<file path="config.mk">
export PLATFORM = sky130hd
export DESIGN_NAME = sme_ram
export DESIGN_NICKNAME = d
export VERILOG_FILES = /design/src/design/sme_ram.sv
export SDC_FILE = /design/constraint.sdc
export NUM_CORES = 1
export LEC_CHECK = 0
export BUFFER_PORTS_ARGS = -buffer_cell sky130_fd_sc_hd__buf_2
export CELL_PAD_IN_SITES_DETAIL_PLACEMENT = 0
export CELL_PAD_IN_SITES_GLOBAL_PLACEMENT = 1
export CORE_ASPECT_RATIO = 1.5
export CORE_UTILIZATION = 55
export CTS_CLUSTER_DIAMETER = 60
export DETAILED_ROUTE_END_ITERATION = 8
export PLACE_DENSITY = 0.83
export SYNTH_ARGS = -nofsm -noshare
export SYNTH_HDL_FRONTEND = slang
export SYNTH_SLANG_ARGS = --single-unit
</file>
<file path="constraint.sdc">
create_clock -name clk -period 4 [get_ports clk]
set_input_delay 0 -clock clk [delete_from_list [all_inputs] [get_ports clk]]
set_output_delay 0 -clock clk [all_outputs]
set_load 0.005 [all_outputs]
</file>
<file path="src/design/sme_ram.sv">
// generic single write port ram with one registered read port
`default_nettype none
module sme_ram #(
	parameter int WIDTH = 32,
	parameter int DEPTH = 16,
	localparam int AW = $clog2(DEPTH)
) (
	input  wire logic             clk,
	input  wire logic             we,
	input  wire logic [AW-1:0]    waddr,
	input  wire logic [WIDTH-1:0] wdata,
	input  wire logic [AW-1:0]    raddr,
	output logic      [WIDTH-1:0] rdata
);

	logic [WIDTH-1:0] mem [DEPTH];

	always_ff @(posedge clk) begin
		if (we) begin
			mem[waddr] <= wdata;
		end
		rdata <= mem[raddr];
	end

endmodule
`default_nettype wire

</file>
# Word-level counts from Yosys, hierarchy flattened
# Memories as Yosys holds them, arrays and structs flattened. A register that Yosys moved wholly into a read port is not among the register bits.
# Index checks and enable logic that the tools add are counted.
# totals
inputBits,42
n_memories,1
regBits,0
ramBits,512
# mem_list
name,depth,word_bits,rd,rd_ports_with_merged_regs,wr,line,rtl
mem,16,32,1,1,1,16,logic [WIDTH-1:0] mem [DEPTH];
# classes
muxes,2
# op_table
operator,n
$mux W1,2

# Longest topological paths before layout
# Gate-level depths: netlist (run 1).
# logic_depth
depth_word,2
depth_mapped,5
ltp_nobuf,3

# Worst setup path before layout (run 1)
# No wires, ideal clock.
# synth_path
kind,input -> register
start,in waddr[2]
end,"mem mem[0][0], enable pin"
arrival_ps,2718
stages,2
setup_ps,461
path_slack_ps,820
path_cell_list,or3b_2 > nor3_1
# synth_rtl
element,line,rtl
"start, declared",10,"input wire logic [AW-1:0] waddr,"
"end, declared",16,
# No word-level cell before the write port.

==> results of run 1 <==
==> flip-flops by register name, summed over array words and instances, names as in the netlist <==
name   count
mem      512
rdata     32
==> cell families after synthesis <==
family	Yosys count
AOI/OAI and AO/OA	64
buffers and inverters	43
DFF	544
muxes	128
and+or+nand+nor	59
==> final timing paths <==
check,endpoint,slack [ns],cells after the start
setup reg to reg,rdata[17]$_DFF_P_,2.39,3
setup / recovery,rdata[0]$_DFF_P_,2.38,5
hold reg to reg,rdata[9]$_DFF_P_,0.66,3
hold / removal,rdata[22]$_DFF_P_,0.06,4
==> power groups by stage <==
stage	logic (µW)	registers, µW	clock network (µW)
2_1_floorplan	306	6530	0
3_3_place_gp	532	6530	0
3_5_place_dp	546	6530	0
4_1_cts	574	6410	4440
5_1_grt	608	6420	4630
6_report	566	6410	4390
==> repair_timing <==
| action | in CTS | in global routing |
|---|---|---|
| resized for setup | 0 | 0 |
| hold buffers | 32 | 0 |
| buffers inserted | 0 | 0 |
| endpoints found under the hold margin | 512 | 0 |
| endpoints found under the setup margin | 0 | 0 |
==> per-stage QoR <==
| step | worst slack, ns | instance area (µm²) | instances |
|---|---|---|---|
| after floorplan | 0.820 | 19900 | 838 |
| after global placement | 1.77 | 20900 | 1365 |
| after detailed placement | 1.74 | 20900 | 1365 |
| after CTS | 2.33 | 22700 | 1484 |
| after global routing | 2.20 | 22700 | 1484 |
| final | 2.38 | 22700 | 1485 |
==> critical path, delay by kind of cell <==
kind                   cells  cell delay [ns]
AO/OA/AOI/OAI              1             0.24
buffers and inverters      2             1.06
multiplexers               1             0.55
AND/OR/NAND/NOR            1             0.08
==> Yosys cell counts <==
| library cell | count |
|---|---|
| sky130_fd_sc_hd__buf_1 | 9 |
| sky130_fd_sc_hd__buf_4 | 11 |
| sky130_fd_sc_hd__nor2_1 | 13 |
| sky130_fd_sc_hd__edfxtp_1 | 512 |
| sky130_fd_sc_hd__mux4_2 | 128 |
| sky130_fd_sc_hd__nand3b_1 | 2 |
| sky130_fd_sc_hd__and2_1 | 1 |
| sky130_fd_sc_hd__nor2b_1 | 2 |
| sky130_fd_sc_hd__buf_2 | 4 |
| sky130_fd_sc_hd__nand3_1 | 1 |
| sky130_fd_sc_hd__nor3_1 | 4 |
| sky130_fd_sc_hd__a22oi_1 | 64 |
| sky130_fd_sc_hd__nand2_1 | 33 |
| sky130_fd_sc_hd__nand2b_1 | 2 |
| sky130_fd_sc_hd__clkbuf_1 | 17 |
| sky130_fd_sc_hd__or3b_2 | 1 |
| sky130_fd_sc_hd__buf_6 | 2 |
| sky130_fd_sc_hd__dfxtp_1 | 32 |
==> layout make-up <==
| cell class | count | area share (%) |
|---|---|---|
| antenna | 1 | 0.0110 |
| timing repair buffer | 129 | 3.91 |
| clock buffer | 69 | 5.85 |
| tap | 473 | 2.60 |
| clock inverter | 18 | 0.704 |
| multi-input combinational | 251 | 16.5 |
| sequential | 544 | 70.4 |
==> routing by layer <==
metal  vias up  share of wire (%)  track usage (%)  routed length (µm)
met3        76                7.0             3.69                2750
met2       362                 52             37.7               20600
met4         0                3.0             8.36                1190
met1      4719                 38             29.4               14700
met5         -                  0                0                   0
li1       3837                  -                -                   -
==> flow_summary.json, run 1 <==
{
  "crit_path_max_incr_delay_ns": 0.55,
  "grt_overflow": 0,
  "core_area_um2": 35300,
  "design.final.nets": 1015,
  "layout.cells.most_common_list": "512 x sky130_fd_sc_hd__edfxtp_1, 128 x sky130_fd_sc_hd__mux4_2, 71 x sky130_fd_sc_hd__buf_2",
  "netlist.area_leader.share_pct": 77.4,
  "floorplan.initialDensity_pct": 56.2,
  "die_h_um": 235,
  "worst-endpoint-arrival_ns": 2.05,
  "grt_start_max_net_pins": 66,
  "tritoncts": "done",
  "wl_per_cell_um": 26.4,
  "hp-start": "raddr[2]",
  "fin_skew_ns": 0.0151,
  "grt_setup_unrepaired": "false",
  "post_drt_via_cell_ratio": 6.06,
  "remaining_drc_errors": 0,
  "cell_internal_power_dissipation_uw": 9120,
  "hold_path_class": "input pin to flip-flop",
  "critical-path-slowest-cell": "sky130_fd_sc_hd__mux4_2",
  "longest_clk_path_bufs": 3,
  "io-pin-count": 74,
  "end_kind": "flip-flop",
  "numCtsBuffers": 47,
  "layout.cells.most_common": "sky130_fd_sc_hd__edfxtp_1",
  "synth_top_area_cell": "sky130_fd_sc_hd__edfxtp_1",
  "multiInputGateArea_um2": 3750,
  "synth_area_leaders": "sky130_fd_sc_hd__edfxtp_1 77%, sky130_fd_sc_hd__mux4_2 15%, sky130_fd_sc_hd__dfxtp_1 3.2%",
  "headroom_to_the_max_slew_limit_pct": 17.0,
  "timing_limited_maximum_frequency_mhz": 616,
  "yosys_warnings": 0,
  "yosys-mux-area-fraction_pct": 14.5,
  "num-fill-cells": 2310,
  "worst_setup_path_startpoint": "raddr[0]",
  "report.final.slew_viol_count": 0,
  "cp_max_fo": 59,
  "yosys_register_bits": 544,
  "worst_skew_pair.late_latency_ns": 0.56,
  "number_of_global_route_vias_before_repair": 9641,
  "detail_route.iter0.violations": 773,
  "drt.antenna.violating_nets": 0,
  "worst_pin_slew_ns": 1.24,
  "std_cell_rows": 84,
  "ctsHtreeMaxLevel": 2,
  "final-hold-violation-count": 0,
  "drt_pass1_iterations": 5,
  "power.density_cell_area_nw_per_um2": 500,
  "clockPowerShare_pct": 38.6,
  "ys_seq_area_share_pct": 80.7,
  "total_chip_power_uw": 11400,
  "clk_pin_slew_ns": 0.06,
  "vdd_ir_drop_max_mv": 0.348,
  "p_switching_uw": 2240,
  "synth-compound-area-share_pct": 2.42,
  "port_buffers": 73,
  "synth_area_per_cell_um2": 23.7,
  "grt_first_pass_wirelength_um": 58600,
  "post_synth_xor_area_fraction_pct": 0,
  "netlist_instances": 838,
  "startpoint_type": "input pin",
  "comb_power_share_pct": 5.0,
  "combinational_family_with_the_most_area_after_synthesis": "multiplexers",
  "area_grow_syn2layout_pct": 14.5,
  "whs_ns": 0.0649,
  "fraction_of_power_spent_switching_nets_pct": 19.7,
  "finalCritPeriodShare_pct": 40.6,
  "timing.critical_path.cells": "clkbuf_8 -> buf_4 -> mux4_2 -> a22oi_1 -> nand2_1",
  "ys_types": 18,
  "timing.max_cap.violations": 0,
  "cts.sink_count": 544,
  "r2r_path_start": "mem[11][17]$_DFFE_PP_",
  "synth_area_in_adders_pct": 0,
  "postSynthNetCount": 880,
  "grt_use_total_pct": 22.3,
  "seq_area_um2": 16000,
  "hpwlAfterDp_um": 20800,
  "die-area_um2": 36900,
  "gpl.final_weighted_congestion": 0.746,
  "report.final.setup_viol": 0,
  "route.vias.total": 8994,
  "chipWidth_um": 157,
  "power.share.sequential_pct": 56.4,
  "finalSetupTns_ns": 0,
  "antenna_found_initial": 1,
  "final.min_clock_period_ns": 1.62,
  "power.static_leakage_uw": 0.00732,
  "critical_path_required_ns": 4.43,
  "synth-simple-area-share_pct": 1.27,
  "synth.cell_area_um2": 19900,
  "wl_um": 39200,
  "worst-setup-path-type": "input pin to flip-flop",
  "outcome": "finished clean",
  "cts_root_buffer": "sky130_fd_sc_hd__clkbuf_16",
  "layout-drive-gt1-share_pct": 30.6,
  "finalCoreUtilization_pct": 64.4
}
No activity file was read; power rests on OpenSTA's default activity.
==> run 2, diff against run 1 <==
- ABC_AREA: unset -> 1
- CORE_UTILIZATION: 55 -> 50
- PLACE_DENSITY: 0.83 -> 0.84
- clock period: 4 -> 1.6 ns (I/O delays scaled with it)
==> flow_summary.json, run 2 <==
{
  "cell_with_the_most_instances_after_synthesis": "sky130_fd_sc_hd__nand2_1",
  "layout.cells.most_common": "sky130_fd_sc_hd__nand2_1",
  "synth_area_leaders": "sky130_fd_sc_hd__edfxtp_1 68%, sky130_fd_sc_hd__nand2_1 11%, sky130_fd_sc_hd__nand3_1 8.5%",
  "grt_setup_unrepaired": "false",
  "ys_seq_area_share_pct": 70.5,
  "layout.cells.most_common_list": "677 x sky130_fd_sc_hd__nand2_1, 512 x sky130_fd_sc_hd__edfxtp_1, 386 x sky130_fd_sc_hd__inv_1",
  "synth_top_area_cell": "sky130_fd_sc_hd__edfxtp_1",
  "layout_top_registers": "mem (512), rdata (32)",
  "yosys-mux-area-fraction_pct": 0,
  "die-area_um2": 46300,
  "hp-start": "raddr[2]",
  "number_of_global_route_vias_before_repair": 14700,
  "worst_pin_slew_ns": 0.487,
  "yosys_register_bits": 544,
  "final.min_clock_period_ns": 1.25,
  "drt.antenna.violating_nets": 0,
  "synthFlopType": "sky130_fd_sc_hd__edfxtp_1",
  "antenna_found_initial": 0,
  "worst_skew_pair.late_latency_ns": 0.57,
  "hold_depth": 5,
  "cts.sink_count": 544,
  "synth-compound-area-share_pct": 0,
  "hold_end": "rdata[12]$_DFF_P_",
  "drt_pass1_iterations": 8,
  "r2r_path_start": "mem[1][13]$_DFFE_PP_",
  "hold_path_class": "input pin to flip-flop",
  "max_flop_register": "mem",
  "numCtsBuffers": 50,
  "headroom_to_the_max_slew_limit_pct": 67.6,
  "power.density_cell_area_nw_per_um2": 1170,
  "cell_area_after_placement_um2": 24100,
  "n_antenna_cell": 0,
  "finalCritPeriodShare_pct": 78.2,
  "ff2ff_setup_slack_ns": 0.48,
  "whs_ns": 0.0310,
  "ys_types": 15,
  "post_synth_edffs": 512,
  "end_kind": "flip-flop",
  "area_grow_syn2layout_pct": 15.4,
  "yosys_warnings": 0,
  "worst-setup-path-type": "input pin to flip-flop",
  "netlist_instances": 2120,
  "std_cell_rows": 95,
  "minimum_setup_slack_after_placement_ns": 0.250,
  "tritoncts": "done",
  "layout-drive-gt1-share_pct": 10.1,
  "timing_limited_maximum_frequency_mhz": 799,
  "port_buffers": 73,
  "route.vias.total": 14700,
  "remaining_drc_errors": 0,
  "hpwlAfterDp_um": 29600,
  "total_chip_power_uw": 30700,
  "worstRegToRegCells": 6,
  "design.final.nets": 2272,
  "synth_area_in_adders_pct": 0,
  "postSynthNetCount": 2162,
  "grt_overflow": 0,
  "combinational_family_with_the_most_area_after_synthesis": "simple AND/OR/NAND/NOR gates",
  "fin_skew_ns": 0.00850,
  "num-fill-cells": 3499,
  "cts_root_buffer": "sky130_fd_sc_hd__clkbuf_16",
  "final_area_um2": 26200,
  "grt_start_max_net_pins": 87,
  "detail_route.iter0.violations": 1220,
  "gpl.final_weighted_congestion": 0.787,
  "setup_ws_ns": 0.349,
  "post_drt_via_cell_ratio": 5.17,
  "grt_first_pass_wirelength_um": 81800,
  "report.final.setup_viol": 0,
  "wl_um": 52400,
  "worst_r2r_endpoint": "rdata[13]$_DFF_P_",
  "outcome": "finished clean",
  "worst-endpoint-arrival_ns": 1.71,
  "power.static_leakage_uw": 0.0112,
  "core_area_um2": 44800,
  "grt_use_total_pct": 23.2,
  "synth_area_per_cell_um2": 10.7,
  "final-hold-violation-count": 0,
  "vdd_ir_drop_max_mv": 1.29,
  "synth_async_sr_flop_share_pct": 0,
  "startpoint_type": "input pin",
  "post_synth_xor_area_fraction_pct": 0,
  "longest_clk_path_bufs": 3,
  "clk_pin_slew_ns": 0.06,
  "io-pin-count": 74,
  "die_h_um": 263,
  "timing.max_cap.violations": 0,
  "floorplan.initialDensity_pct": 50.7,
  "netlist.area_leader.share_pct": 67.6,
  "synth.cell_area_um2": 22700,
  "wl_per_cell_um": 18.4,
  "largest_register_ff_count": 512,
  "critical_path_required_ns": 2.06,
  "report.final.slew_viol_count": 0,
  "chipWidth_um": 176,
  "cp_max_fo": 24,
  "cts_setup_buffers": 0,
  "synth-simple-area-share_pct": 20.0,
  "ctsHtreeMaxLevel": 2,
  "commonest_cells_in_the_synthesized_netlist": "677 x sky130_fd_sc_hd__nand2_1, 512 x sky130_fd_sc_hd__edfxtp_1, 388 x sky130_fd_sc_hd__inv_1"
}
[run 2: changes by cell type in the layout (fill, tap and decap cells not counted), moves of 5 or more]
cell and delta:
sky130_fd_sc_hd__a22oi_1 -64, sky130_fd_sc_hd__buf_12 +34, sky130_fd_sc_hd__bufinv_16 +5, sky130_fd_sc_hd__clkbuf_1 -11
sky130_fd_sc_hd__inv_1 +386, sky130_fd_sc_hd__mux4_2 -128, sky130_fd_sc_hd__nand2_1 +644, sky130_fd_sc_hd__nand3_1 +384
[run 2: cell families after synthesis]
| group | count (synthesis) |
|---|---|
| buffers and inverters | 495 |
| DFF | 544 |
| and+or+nand+nor | 1081 |
[run 2: worst max-delay path by stage]
stage / slack [ns] / startpoint / end / cells after the start
6_report: 0.35 / raddr[0] / rdata[14]$_DFF_P_ / 9
3_5_place_dp: 0.25 / waddr[2] / mem[11][0]$_DFFE_PP_ / 4
2_1_floorplan: -0.39 / waddr[2] / mem[10][0]$_DFFE_PP_ / 2
5_1_grt: 0.29 / raddr[0] / rdata[23]$_DFF_P_ / 8
4_1_cts: 0.36 / raddr[0] / rdata[13]$_DFF_P_ / 9
3_3_place_gp: 0.28 / waddr[3] / mem[5][1]$_DFFE_PP_ / 4
[run 2: repair_timing]
| action | in CTS | in global routing |
|---|---|---|
| gates resized for setup | 0 | 0 |
| hold buffers | 35 | 0 |
| hold endpoints to repair | 530 | 0 |
[run 2: where the power goes]
part	switching (µW)	leakage, µW	total (µW)	internal (µW)
registers	90.9	0.00490	16000	15900
logic	1330	0.00541	1980	643
clock network	5210	0.000870	12700	7540
[run 2: critical path, cell delays in order]
cell	delay (ns)
sky130_fd_sc_hd__dlygate4sd3_1	0.54
sky130_fd_sc_hd__clkbuf_8	0.19
sky130_fd_sc_hd__inv_6	0.15
sky130_fd_sc_hd__buf_4	0.32
sky130_fd_sc_hd__nand2_1	0.11
sky130_fd_sc_hd__nand3_1	0.09
sky130_fd_sc_hd__nand3_1	0.08
sky130_fd_sc_hd__nand3_1	0.15
sky130_fd_sc_hd__nand2_1	0.07
[run 2: layer usage]
layer	GRT usage, %	routed length (µm)
met3	2.80	3150
met1	29.2	20700
met5	0	0
met2	40.7	27000
met4	8.41	1590
[run 2: area by class of cell]
type                    count  area, µm²  area share (%)
clock buffers              63       1400            5.35
flip-flops and latches    544      16000            61.0
well taps                 582        728            2.78
repair buffers            163       1580            6.01
inverters                 390       1470            5.61
multi-input cells        1081       4670            17.8
clock inverters            31        373            1.42
[run 2: per-stage QoR]
step | setup TNS, ns | std cells | utilization, %
after floorplan | -125.55 | 2120 | -
after global placement | 0 | 2725 | 53.8
after detailed placement | 0 | 2725 | 53.8
after CTS | 0 | 2854 | 58.5
after global routing | 0 | 2854 | 58.5
final | 0 | 2854 | 58.5
==> run 3, diff against run 2 <==
- clock period: 1.6 -> 1.23 ns (I/O delays scaled with it)
==> flow_summary.json, run 3 (synthesis gave the netlist of run 2 again) <==
{
  "outcome": "finished clean",
  "worst_skew_pair.late_latency_ns": 0.58,
  "startpoint_type": "flip-flop",
  "io-pin-count": 74,
  "drt_pass1_iterations": 7,
  "cell_area_after_placement_um2": 24500,
  "design.final.nets": 2292,
  "hpwlAfterDp_um": 31500,
  "worst_pin_slew_ns": 0.417,
  "worstRegToRegCells": 6,
  "timing.critical_path.cells": "buf_2",
  "floorplan.initialDensity_pct": 50.7,
  "chipWidth_um": 176,
  "headroom_to_the_max_slew_limit_pct": 72.2,
  "worst_r2r_endpoint": "rdata[17]$_DFF_P_",
  "grt_start_max_net_pins": 62,
  "timing.critical_path.depth": 1,
  "wl_per_cell_um": 18.7,
  "layout-drive-gt1-share_pct": 10.6,
  "minimum_setup_slack_after_placement_ns": -0.0595,
  "num-fill-cells": 3533,
  "grt_setup_unrepaired": "false",
  "detail_route.iter0.violations": 1294,
  "post_drt_via_cell_ratio": 5.18,
  "worst-endpoint-arrival_ns": 1.10,
  "worst-setup-path-type": "flip-flop to output pin",
  "tritoncts": "done",
  "crit_end": "rdata[10]",
  "clk_pin_slew_ns": 0.06,
  "final.min_clock_period_ns": 1.10,
  "area_grow_syn2layout_pct": 15.9,
  "critical-path-slowest-cell": "sky130_fd_sc_hd__dfxtp_1",
  "final_area_um2": 26300,
  "port_buffers": 73,
  "timing.max_cap.violations": 0,
  "power.static_leakage_uw": 0.0112,
  "wl_um": 53600,
  "timing_limited_maximum_frequency_mhz": 910,
  "report.final.setup_viol": 0,
  "grt_overflow": 0,
  "setup_ws_ns": 0.131,
  "die-area_um2": 46300,
  "drt.antenna.violating_nets": 0,
  "layout.cells.most_common_list": "677 x sky130_fd_sc_hd__nand2_1, 512 x sky130_fd_sc_hd__edfxtp_1, 386 x sky130_fd_sc_hd__inv_1",
  "crit_family": "flip-flops",
  "grt_first_pass_wirelength_um": 83700,
  "cts_setup_buffers": 0,
  "ctsHtreeMaxLevel": 2,
  "finalCritPeriodShare_pct": 89.4,
  "hold_depth": 5,
  "grt_use_total_pct": 23.9,
  "report.final.slew_viol_count": 0,
  "power.density_cell_area_nw_per_um2": 1460,
  "numCtsBuffers": 49,
  "cp_max_fo": 1,
  "vdd_ir_drop_max_mv": 1.29,
  "hold_path_class": "input pin to flip-flop",
  "end_kind": "output pin",
  "layout_top_registers": "mem (512), rdata (32)",
  "r2r_path_start": "mem[7][17]$_DFFE_PP_",
  "ff2ff_setup_slack_ns": 0.16,
  "cts.sink_count": 544,
  "crit_path_max_incr_delay_ns": 0.39,
  "critical_path_buf_inv_count": 1,
  "cts_root_buffer": "sky130_fd_sc_hd__clkbuf_16",
  "critical_path_required_ns": 1.23,
  "antenna_found_initial": 0,
  "layout.cells.most_common": "sky130_fd_sc_hd__nand2_1",
  "fin_skew_ns": 0.0198,
  "gpl.final_weighted_congestion": 0.790,
  "remaining_drc_errors": 0,
  "longest_clk_path_bufs": 3,
  "std_cell_rows": 95,
  "largest_register_ff_count": 512,
  "final-hold-violation-count": 0,
  "number_of_global_route_vias_before_repair": 14700,
  "worst_setup_path_startpoint": "rdata[10]$_DFF_P_",
  "max_flop_register": "mem",
  "route.vias.total": 14900,
  "core_area_um2": 44800,
  "n_antenna_cell": 0,
  "die_h_um": 263
}
run 3: per-stage QoR:
stage          instances  total power [µW]  utilization (%)  hold slack, ns  TNS, ns
6_report            2873             38400             58.8          0.0209        0
5_1_grt             2873             39600             58.8          0.0352        0
3_5_place_dp        2748             23800             54.6           0.375    -3.62
2_1_floorplan       2120             22600                -          0.0989  -130.24
4_1_cts             2873             38600             58.8         0.00613        0
3_3_place_gp        2748             23800             54.6           0.375    -5.03
run 3: per-layer routing:
layer	share of wire [%]	up-vias	routed length, µm	track usage, %
li1	-	7108	-	-
met1	40	7131	21700	32.5
met2	50	564	26800	40.0
met3	6.9	91	3700	2.77
met4	2.6	0	1400	7.69
met5	0	-	0	0
run 3: worst min path at each step:
stage | start | endpoint | slack [ns]
2_1_floorplan | wdata[0] | mem[0][0]$_DFFE_PP_ | 0.1
3_3_place_gp | rdata[24]$_DFF_P_ | rdata[24] | 0.37
3_5_place_dp | rdata[24]$_DFF_P_ | rdata[24] | 0.37
4_1_cts | raddr[2] | rdata[25]$_DFF_P_ | 0.006
5_1_grt | raddr[2] | rdata[9]$_DFF_P_ | 0.04
6_report | raddr[2] | rdata[25]$_DFF_P_ | 0.02
run 3: what timing repair did:
| action | CTS | global route |
|---|---|---|
| hold buffers | 33 | 0 |
| hold endpoints to repair | 527 | 0 |
| resized for setup | 0 | 0 |
| endpoints found under the setup margin | 0 | 0 |
run 3: cell type report:
| type | instances | area, µm² | area share (%) |
|---|---|---|---|
| Sequential cell | 544 | 16000 | 60.8 |
| Multi-Input combinational cell | 1081 | 4670 | 17.7 |
| Timing Repair Buffer | 184 | 1900 | 7.22 |
| Inverter | 390 | 1470 | 5.58 |
| Clock buffer | 71 | 1430 | 5.43 |
| Tap cell | 582 | 728 | 2.76 |
| Clock inverter | 21 | 130 | 0.494 |
run 3: report_power, final:
| group | switching (µW) | internal (µW) |
|---|---|---|
| clock | 6550 | 8300 |
| sequential | 130 | 20700 |
| combinational | 1780 | 906 |
| total | 8460 | 29900 |
